## config.mk

```make
export PLATFORM = sky130hd
export DESIGN_NAME = sm83_alu_with_flags
export DESIGN_NICKNAME = d
export VERILOG_FILES = /design/src/sm83_pkg.sv /design/src/sm83_alu8.sv /design/src/sm83_alu16.sv /design/src/sm83_alu_with_flags.sv
export SDC_FILE = /design/constraint.sdc
export NUM_CORES = 1
export LEC_CHECK = 0
export BUFFER_PORTS_ARGS = -buffer_cell sky130_fd_sc_hd__buf_4
export CAP_MARGIN = 20
export CORE_AREA = 3 3 152 154
export CTS_CLUSTER_DIAMETER = 150
export DETAILED_ROUTE_END_ITERATION = 16
export DIE_AREA = 0 0 155 157
export PLACE_DENSITY = 0.52
export SETUP_SLACK_MARGIN = 0.4
export SLEW_MARGIN = 0
export SYNTH_ARGS = -nofsm -noshare
export SYNTH_HDL_FRONTEND = slang
export SYNTH_SLANG_ARGS = --single-unit
```

## constraint.sdc

```tcl
create_clock -name i_clk -period 10.64 [get_ports i_clk]
set_input_delay 2.128 -clock i_clk [delete_from_list [all_inputs] [get_ports i_clk]]
set_output_delay 2.128 -clock i_clk [all_outputs]
set_load 0.1 [all_outputs]
```

## src/sm83_pkg.sv

```systemverilog
// Shared types and helpers for the SM83-style ALU with flags.
// No dependencies; imported by every module of the block.
package sm83_pkg;

    typedef enum logic [3:0] {
        OP_ADD      = 4'd0,
        OP_ADC      = 4'd1,
        OP_SUB      = 4'd2,
        OP_SBC      = 4'd3,
        OP_AND      = 4'd4,
        OP_XOR      = 4'd5,
        OP_OR       = 4'd6,
        OP_CP       = 4'd7,
        OP_INC8     = 4'd8,
        OP_DEC8     = 4'd9,
        OP_DAA      = 4'd10,
        OP_CPL      = 4'd11,
        OP_ADD16    = 4'd12,
        OP_INC16    = 4'd13,
        OP_DEC16    = 4'd14,
        OP_ADDSPOFF = 4'd15
    } t_op;

    localparam logic [7:0] DAA_HI_LIMIT = 8'h99;
    localparam logic [7:0] DAA_HI_ADJ   = 8'h60;
    localparam logic [7:0] DAA_LO_ADJ   = 8'h06;
    localparam logic [3:0] DAA_LO_LIMIT = 4'h9;

    typedef struct packed {
        logic z;
        logic n;
        logic h;
        logic c;
    } t_flags;

    typedef struct packed {
        t_op         op;
        logic [7:0]  acc;
        logic [7:0]  operand;
        logic [15:0] wide_left;
        logic [15:0] wide_right;
        t_flags      flags;
    } t_item;

    typedef struct packed {
        logic [7:0]  byte_res;
        logic [15:0] word_res;
        t_flags      flags;
    } t_result;

    function automatic logic is_wide_op(input t_op op);
        is_wide_op = (op == OP_ADD16) || (op == OP_INC16) || (op == OP_DEC16)
            || (op == OP_ADDSPOFF);
    endfunction

endpackage

```

## src/sm83_alu8.sv

```systemverilog
// Eight-bit datapath: arithmetic, logic, INC/DEC, DAA and CPL with flags.
// Depends on sm83_pkg.
module sm83_alu8 (
    input  sm83_pkg::t_item   i_item,
    output sm83_pkg::t_result o_result
);
    import sm83_pkg::*;

    logic       cin;
    logic [8:0] add_full;
    logic [4:0] add_half;
    logic [8:0] sub_full;
    logic [4:0] sub_half;
    logic [7:0] logic_res;
    logic       daa_hi;
    logic       daa_lo;
    logic [7:0] daa_corr;
    logic [7:0] daa_res;
    logic [7:0] a;
    logic [7:0] b;

    assign a = i_item.acc;
    assign b = i_item.operand;
    assign cin = ((i_item.op == OP_ADC) || (i_item.op == OP_SBC)) ? i_item.flags.c : 1'b0;

    assign add_full = {1'b0, a} + {1'b0, b} + {8'd0, cin};
    assign add_half = {1'b0, a[3:0]} + {1'b0, b[3:0]} + {4'd0, cin};
    assign sub_full = {1'b0, a} - {1'b0, b} - {8'd0, cin};
    assign sub_half = {1'b0, a[3:0]} - {1'b0, b[3:0]} - {4'd0, cin};

    assign daa_hi = i_item.flags.c || (a > DAA_HI_LIMIT);
    assign daa_lo = i_item.flags.h || (a[3:0] > DAA_LO_LIMIT);
    always_comb begin
        daa_corr = 8'd0;
        if (i_item.flags.n) begin
            if (i_item.flags.c) begin
                daa_corr = daa_corr | DAA_HI_ADJ;
            end
            if (i_item.flags.h) begin
                daa_corr = daa_corr | DAA_LO_ADJ;
            end
        end else begin
            if (daa_hi) begin
                daa_corr = daa_corr | DAA_HI_ADJ;
            end
            if (daa_lo) begin
                daa_corr = daa_corr | DAA_LO_ADJ;
            end
        end
    end
    assign daa_res = i_item.flags.n ? (a - daa_corr) : (a + daa_corr);

    always_comb begin
        case (i_item.op)
            OP_AND:  logic_res = a & b;
            OP_XOR:  logic_res = a ^ b;
            default: logic_res = a | b;
        endcase
    end

    always_comb begin
        o_result.byte_res = a;
        o_result.word_res = 16'd0;
        o_result.flags    = i_item.flags;
        unique case (i_item.op) inside
            OP_ADD, OP_ADC: begin
                o_result.byte_res = add_full[7:0];
                o_result.flags.z  = (add_full[7:0] == 8'd0);
                o_result.flags.n  = 1'b0;
                o_result.flags.h  = add_half[4];
                o_result.flags.c  = add_full[8];
            end
            OP_SUB, OP_SBC, OP_CP: begin
                if (i_item.op != OP_CP) begin
                    o_result.byte_res = sub_full[7:0];
                end
                o_result.flags.z  = (sub_full[7:0] == 8'd0);
                o_result.flags.n  = 1'b1;
                o_result.flags.h  = sub_half[4];
                o_result.flags.c  = sub_full[8];
            end
            OP_AND, OP_XOR, OP_OR: begin
                o_result.byte_res = logic_res;
                o_result.flags.z  = (logic_res == 8'd0);
                o_result.flags.n  = 1'b0;
                o_result.flags.h  = (i_item.op == OP_AND);
                o_result.flags.c  = 1'b0;
            end
            OP_INC8: begin
                o_result.byte_res = b + 8'd1;
                o_result.flags.z  = (b == 8'hFF);
                o_result.flags.n  = 1'b0;
                o_result.flags.h  = (b[3:0] == 4'hF);
            end
            OP_DEC8: begin
                o_result.byte_res = b - 8'd1;
                o_result.flags.z  = (b == 8'h01);
                o_result.flags.n  = 1'b1;
                o_result.flags.h  = (b[3:0] == 4'h0);
            end
            OP_DAA: begin
                o_result.byte_res = daa_res;
                o_result.flags.z  = (daa_res == 8'd0);
                o_result.flags.h  = 1'b0;
                if (!i_item.flags.n && daa_hi) begin
                    o_result.flags.c = 1'b1;
                end
            end
            OP_CPL: begin
                o_result.byte_res = ~a;
                o_result.flags.n  = 1'b1;
                o_result.flags.h  = 1'b1;
            end
            default: begin
                o_result.byte_res = a;
            end
        endcase
    end

endmodule

```

## src/sm83_alu16.sv

```systemverilog
// Sixteen-bit datapath: HL add, INC/DEC of a pair and SP plus signed offset.
// Depends on sm83_pkg.
module sm83_alu16 (
    input  sm83_pkg::t_item   i_item,
    output sm83_pkg::t_result o_result
);
    import sm83_pkg::*;

    logic [16:0] add_full;
    logic [12:0] add_half;
    logic [15:0] off_ext;
    logic [8:0]  off_low;
    logic [4:0]  off_half;

    assign add_full = {1'b0, i_item.wide_left} + {1'b0, i_item.wide_right};
    assign add_half = {1'b0, i_item.wide_left[11:0]} + {1'b0, i_item.wide_right[11:0]};
    assign off_ext  = {{8{i_item.operand[7]}}, i_item.operand};
    assign off_low  = {1'b0, i_item.wide_left[7:0]} + {1'b0, i_item.operand};
    assign off_half = {1'b0, i_item.wide_left[3:0]} + {1'b0, i_item.operand[3:0]};

    always_comb begin
        o_result.byte_res = i_item.acc;
        o_result.word_res = 16'd0;
        o_result.flags    = i_item.flags;
        unique case (i_item.op) inside
            OP_ADD16: begin
                o_result.word_res = add_full[15:0];
                o_result.flags.n  = 1'b0;
                o_result.flags.h  = add_half[12];
                o_result.flags.c  = add_full[16];
            end
            OP_INC16: begin
                o_result.word_res = i_item.wide_left + 16'd1;
            end
            OP_DEC16: begin
                o_result.word_res = i_item.wide_left - 16'd1;
            end
            OP_ADDSPOFF: begin
                o_result.word_res = i_item.wide_left + off_ext;
                o_result.flags.z  = 1'b0;
                o_result.flags.n  = 1'b0;
                o_result.flags.h  = off_half[4];
                o_result.flags.c  = off_low[8];
            end
            default: begin
                o_result.word_res = 16'd0;
            end
        endcase
    end

endmodule

```

## src/sm83_alu_with_flags.sv

```systemverilog
// Top level of the SM83-style ALU: input register, both datapaths, result register.
// Depends on sm83_pkg, sm83_alu8 and sm83_alu16.
//
//   channel | handshake            | beat contents
//   input   | i_valid / o_stall    | opcode, accumulator, operands, Z/N/H/C in
//   output  | o_valid / i_stall    | byte result, word result, Z/N/H/C out
//
// A beat is taken into the input register, computed in one pass and lands in the
// result register once that register can take it; o_valid is its valid bit.
// One beat is accepted every cycle while the output is not stalled.
// Synchronous active-low reset empties both registers.
// A stall on the output backs up through the input register to o_stall.
module sm83_alu_with_flags (
    input  logic        i_clk,
    input  logic        i_rst_n,
    input  logic        i_valid,
    output logic        o_stall,
    input  logic [3:0]  i_opcode,
    input  logic [7:0]  i_acc_value,
    input  logic [7:0]  i_operand_value,
    input  logic [15:0] i_wide_left,
    input  logic [15:0] i_wide_right,
    input  logic        i_zero_in,
    input  logic        i_subtract_in,
    input  logic        i_half_in,
    input  logic        i_carry_in,
    output logic        o_valid,
    input  logic        i_stall,
    output logic [7:0]  o_result_byte,
    output logic [15:0] o_result_word,
    output logic        o_zero_out,
    output logic        o_subtract_out,
    output logic        o_half_out,
    output logic        o_carry_out
);
    import sm83_pkg::*;

    logic    r_in_valid;
    t_item   r_in;
    logic    r_out_valid;
    t_result r_out;
    t_result n_out;
    t_result res8;
    t_result res16;
    logic    out_ready;
    logic    in_ready;

    assign out_ready = !r_out_valid || !i_stall;
    assign in_ready  = !r_in_valid || out_ready;
    assign o_stall   = !in_ready;

    always_ff @(posedge i_clk) begin
        if (!i_rst_n) begin
            r_in_valid <= 1'b0;
        end else if (in_ready) begin
            r_in_valid <= i_valid;
        end
    end

    always_ff @(posedge i_clk) begin
        if (in_ready && i_valid) begin
            r_in.op         <= t_op'(i_opcode);
            r_in.acc        <= i_acc_value;
            r_in.operand    <= i_operand_value;
            r_in.wide_left  <= i_wide_left;
            r_in.wide_right <= i_wide_right;
            r_in.flags      <= '{z: i_zero_in, n: i_subtract_in, h: i_half_in, c: i_carry_in};
        end
    end

    sm83_alu8 u_alu8 (
        .i_item   (r_in),
        .o_result (res8)
    );

    sm83_alu16 u_alu16 (
        .i_item   (r_in),
        .o_result (res16)
    );

    assign n_out = is_wide_op(r_in.op) ? res16 : res8;

    always_ff @(posedge i_clk) begin
        if (!i_rst_n) begin
            r_out_valid <= 1'b0;
        end else if (out_ready) begin
            r_out_valid <= r_in_valid;
        end
    end

    always_ff @(posedge i_clk) begin
        if (out_ready && r_in_valid) begin
            r_out <= n_out;
        end
    end

    assign o_valid        = r_out_valid;
    assign o_result_byte  = r_out.byte_res;
    assign o_result_word  = r_out.word_res;
    assign o_zero_out     = r_out.flags.z;
    assign o_subtract_out = r_out.flags.n;
    assign o_half_out     = r_out.flags.h;
    assign o_carry_out    = r_out.flags.c;

    a_reset_empties: assert property (@(posedge i_clk) !i_rst_n |=> !o_valid)
        else $error("result register not empty after reset");

    a_stall_needs_full: assert property (@(posedge i_clk) disable iff (!i_rst_n)
        o_stall |-> (r_in_valid && r_out_valid && i_stall))
        else $error("input stalled while a stage is free");

    a_beat_advances: assert property (@(posedge i_clk) disable iff (!i_rst_n)
        (r_in_valid && out_ready) |=> o_valid)
        else $error("beat lost between input and result register");

    a_byte_ops_no_word: assert property (@(posedge i_clk) disable iff (!i_rst_n)
        (r_in_valid && !is_wide_op(r_in.op)) |-> (n_out.word_res == 16'd0))
        else $error("eight-bit operation produced a word result");

endmodule

```

After elaboration in Yosys (flattened, before gate mapping):

Index checks and enable logic that the tools add are counted.

* output and inout port bits: 30
* register bits after elaboration: 86
* input port bits: 60
* logic and storage cells: 107

* $lt $le $gt $ge: 2
* add/subtract/negate cells: 19
* reduce and logical (&&, ||, !) cells: 27
* multiplexer cells: 19
* equal/unequal tests: 19
* bitwise operators: 4

Operators by type and width (number)
* 16-bit case mux with 4 select lines: 1
* 8-bit case mux with 7 select lines: 1
* 4-bit == test (second input constant): 9
* 8-bit logical NOT: 4
* 28-bit 2-to-1 mux: 1
* 7-bit 2-to-1 mux: 3
* 8-bit by 8-bit adder with 9-bit output: 2
* 16-bit by 16-bit adder with 17-bit output: 1
* 16-bit by 1-bit adder with 16-bit output (second input constant): 1
* 16-bit adder: 1
* 4-bit by 3-bit == test with 1-bit output (second input constant): 4
* 8-bit 2-to-1 mux: 2
* 8-bit case mux with 2 select lines: 1
* 16-bit by 1-bit subtractor with 16-bit output (second input constant): 1
* 12-bit by 12-bit adder with 13-bit output: 1
* 4-bit by 4-bit adder with 5-bit output: 2
* 9-bit by 1-bit adder with 9-bit output: 1
* 8-bit by 8-bit subtractor with 9-bit output: 1
* 9-bit by 1-bit subtractor with 9-bit output: 1
* 8-bit by 1-bit adder with 8-bit output (second input constant): 1
* 8-bit adder: 1
* 8-bit bitwise AND: 1
* 4-bit by 2-bit == test with 1-bit output (second input constant): 2
* 8-bit by 1-bit == test with 1-bit output (second input constant): 1
* other kinds (28): 46

Logic depth before layout (Yosys ltp):

* depth after elaboration: 10
* gate-level depth with buffers: 16
* depth with buffers taken out: 13

Cells and area by module:

A second synthesis with hierarchy kept.

* cell total of the unflattened synthesis: 784
* area, all modules: 7818.7 sq um

Modules (own cells, without submodules)
* sm83_alu_with_flags: seq. area each 2562.5 sq um, times used 1, area an instance 3042.9 sq um, cells an instance 123
* sm83_alu8: seq. area each 0.0 sq um, times used 1, area an instance 2910.3 sq um, cells an instance 420
* sm83_alu16: seq. area each 0.0 sq um, times used 1, area an instance 1865.5 sq um, cells an instance 241

Least setup slack after synthesis:

No wires, ideal clock.

* kind: in2reg
* start point: input i_stall
* end point: register r_in[0] in the netlist's numbering, enable pin
* cell stages on the path: 2
* setup time: 0.476 ns
* data required time: 10.164 ns
* buffers on the path: 0
* setup slack: 4.860 ns
* arrival: 5.304 ns
* cell sequence: and3_1 -> nor2b_1

* cells in the longest elaborated chain, start to end: 4

Ends and longest elaborated chain
* start: declaration: line sm83_alu_with_flags.sv:28 `input logic i_stall,`
* 1-bit logical NOT: line sm83_alu_with_flags.sv:48 `assign out_ready = !r_out_valid || !i_stall;`
* 1-bit logical OR: line sm83_alu_with_flags.sv:48
* 1-bit logical OR: line sm83_alu_with_flags.sv:49 `assign in_ready = !r_in_valid || out_ready;`
* 1-bit logical AND: line sm83_alu_with_flags.sv:61 `if (in_ready && i_valid) begin`
* end: declaration: line sm83_alu_with_flags.sv:39 `t_item r_in;`

No other way between the ends.
A chain may end at the register's enable or synchronous reset.

Worst setup path after layout:

* start point: input i_stall
* end point: output o_stall

* cells in the longest elaborated chain, start to end: 4

Ends and longest elaborated chain
* 1-bit logical NOT: line sm83_alu_with_flags.sv:48
* 1-bit logical OR: line sm83_alu_with_flags.sv:48
* 1-bit logical OR: line sm83_alu_with_flags.sv:49
* 1-bit logical NOT: line sm83_alu_with_flags.sv:50 `assign o_stall = !in_ready;`
* end: declaration: line sm83_alu_with_flags.sv:17 `output logic o_stall,`

No other way between the ends.

==> flow_summary_export.csv <==
group,metric,value,unit
logic_synthesis,synth_warnings,0,
final_layout,antenna_cells,0,
job,maxCapViolCount,0,
critical_path,crit_top_cell,"buf_4",
placement,dpl.hpwl,15900,um
clocking,clock_latency,350,ps
sta,setup_ws,5720,ps
power,vdd_drop_max,60.0,uV
logic_synthesis,yosysSeqAreaShare,0.367,
sta,fin_skew,9.09,ps
logic_synthesis,yosysUniqueCellTypes,72,
critical_path,path_max_fanout,3,
critical_path,worst_setup_path_start_kind,"primary input",
placement,dp_slack,5720,ps
floorplan,ios,90,
critical_path,path_cells,"buf_4 -> and3_1 -> buf_4",
logic_synthesis,mappedNetlistNets,876,
critical_path,cp_slowest_stage_delay,320,ps
clocking,cts.sinks,86,
drt,routed.top_layer,"met4",
floorplan,die_h,157,um
power,p_leak,3.32,nW
grt,grt_overflow_total,0,
drt,wl_per_cell,18.9,um
critical_path,crit_path_end_kind,"primary output",
sta,rsz0062_at_grt,"no",
critical_path,cp_data_required_time,8510,ps
final_layout,area_growth_syn_to_layout,17.9,%
floorplan,core_area,21800,um^2
drt,drt-initial-drc-count,444,
logic_synthesis,syn_avg_cell_area,9.59,um^2
critical_path,cp.arrival,2800,ps
drt,wl_met2,8960,um
clocking,cts.path.max_buffers,2,
min_path,whs_endpoint,"o_valid",
status,status,"completed",
clocking,postCtsSetupBuffers,0,
logic_synthesis,synthArstFlopShare,0,
critical_path,cp_slowest_cell,"buf_4",
critical_path,reg2reg_depth,12,
sta,max_slew_margin,0.424,
logic_synthesis,synth_top_area_cell,"edfxtp_1",
placement,place_congestion,0.949,
min_path,holdCritStartpoint,"r_in_valid",
clocking,clk_pin_slew,60,ps
min_path,hp-class,"reg -> reg",
critical_path,r2r_slack,6740,ps
sta,finalHoldViolCount,0,
drt,wl_met3,1440,um
clocking,postCtsHoldBufs,0,
final_layout,nets,958,
critical_path,r2r-end,"o_result_word[14]",
sta,drv_slew,0,
clocking,ctsResizeCount,0,
logic_synthesis,synth-seq-cells,86,
sta,period_needed,4920,ps
critical_path,critPathBufInv,2,
logic_synthesis,synth.top_cell.area_share,0.361,
placement,port_buffers,89,
clocking,cts_buffers,9,
logic_synthesis,synth_edf_count,84,
sta,timing.final.crit_share,0.463,
final_layout,final_common_cell,"buf_4",
drt,firstDrtPassIters,5,
drt,ant_nets,0,
drt,wl,20700,um
sta,fmax,203,MHz
floorplan,rows,54,
grt,antenna_found_initial,0,
drt,drc,0,
critical_path,r2r-start,"r_in[54]",
drt,vias,5865,
clocking,htreeDepth,3,
sta,finalSetupTns,0,ps
sta,setup_violations,0,
logic_synthesis,synth_cells,729,
critical_path,cpLargestDelayFamily,"buffers and inverters",
drt,vias_per_cell,5.36,
sta,tightest_slew,860,ps
final_layout,final_cell_mix,"buf_4, edfxtp_1, ha_1",
grt,groute.usage.overall,0.172,
clocking,cts_root_buf,"clkbuf_16",
floorplan,die_width,155,um
grt,grt_pass1_wl,32400,um
grt,grt_max_degree,57,
power,p_total,1.02,mW
final_layout,drive_above_1_share,0.158,
grt,grt_pass1_vias,5733,
critical_path,worstSetupPathType,"in -> out",
clocking,cts_tree,"built",
power,pwr_density_cell,124,nW/um^2
drt,met1_length,9830,um
logic_synthesis,netlist_area,6990,um^2
floorplan,start_util,0.320,
min_path,holdPathStages,2,
floorplan,die-area,24300,um^2
logic_synthesis,synth-main-ff-cell,"edfxtp_1",
logic_synthesis,synth.top_cells.by_area,"edfxtp_1, ha_1, a21oi_1, xnor2_1, nor2_1",
## routing by layer
metal / global-route usage / up-vias
li1: - / 2909
met1: 0.239 / 2740
met2: 0.260 / 187
met3: 0.0473 / 29
met4: 0.0530 / 0
met5: 0 / -
## worst max path at each step
stage	start	end	slack (ps)	depth (start not counted)
floorplan	i_stall	r_in[0]	4860	2
global placement	i_stall	o_stall	5720	3
detailed placement	i_stall	o_stall	5720	3
CTS	i_stall	o_stall	5710	3
global route	i_stall	o_stall	5680	3
finish	i_stall	o_stall	5720	3
## flip-flops by register name (all words and copies together), names as in the netlist
name            cells
o_carry_out         1
o_half_out          1
o_result_byte       8
o_result_word      16
o_subtract_out      1
o_valid             1
o_zero_out          1
r_in               56
r_in_valid          1
## cell type report
type,count,area [um^2]
repair buffers,97,741
multi-input cells,580,4190
inverters,37,139
fillers,2241,13600
clock inverters,5,27.5
flip-flops and latches,86,2560
well taps,280,350
clock buffers,10,229
## cell usage after synthesis (6+ instances only)
master / number
buf_2: 7
or3_1: 8
nand4_1: 7
a21o_1: 10
nand3_1: 15
o211ai_1: 14
xnor2_1: 28
a211oi_1: 14
nand2_1: 50
fa_1: 6
nor2_1: 53
o21ai_0: 35
nand2b_1: 8
a21oi_1: 68
edfxtp_1: 84
nor3_1: 21
a31oi_1: 13
nor2b_1: 10
mux2i_1: 15
o22ai_1: 15
inv_1: 36
o21a_1: 9
xor2_1: 15
ha_1: 81
clkbuf_1: 16
## power breakdown
group          total [mW]  switching (mW)  internal, mW
clock               0.283           0.128         0.155
sequential          0.417          0.0200         0.397
combinational       0.324           0.205         0.119
total                1.02           0.353         0.672
## tightest hold or removal path, delay by kind of cell, from the launching register on
kind	cells	cell delay (ps)
compound gates	1	110
flops	1	320
simple gates	1	50
## through the flow
step / hold slack, ps / util / cells / area [um^2]
floorplan: 466 / - / 729 / 6990
global placement: 506 / 0.365 / 1079 / 7970
detailed placement: 513 / 0.365 / 1079 / 7970
CTS: 527 / 0.377 / 1094 / 8220
global route: 564 / 0.378 / 1095 / 8240
finish: 527 / 0.378 / 1095 / 8240
## kinds of logic (layout without fill, tap and decap cells)
group,Yosys count,count (layout),share of synthesized area
AO/OA/AOI/OAI,225,225,0.206
buffers and inverters,63,149,0.0362
adder cells (fa/ha/maj),87,87,0.162
multiplexers,20,20,0.0295
AND/OR/NAND/NOR,205,205,0.146
XOR/XNOR,43,43,0.0539
flip-flops,86,86,0.367
Power figures use the tool's default switching activity.
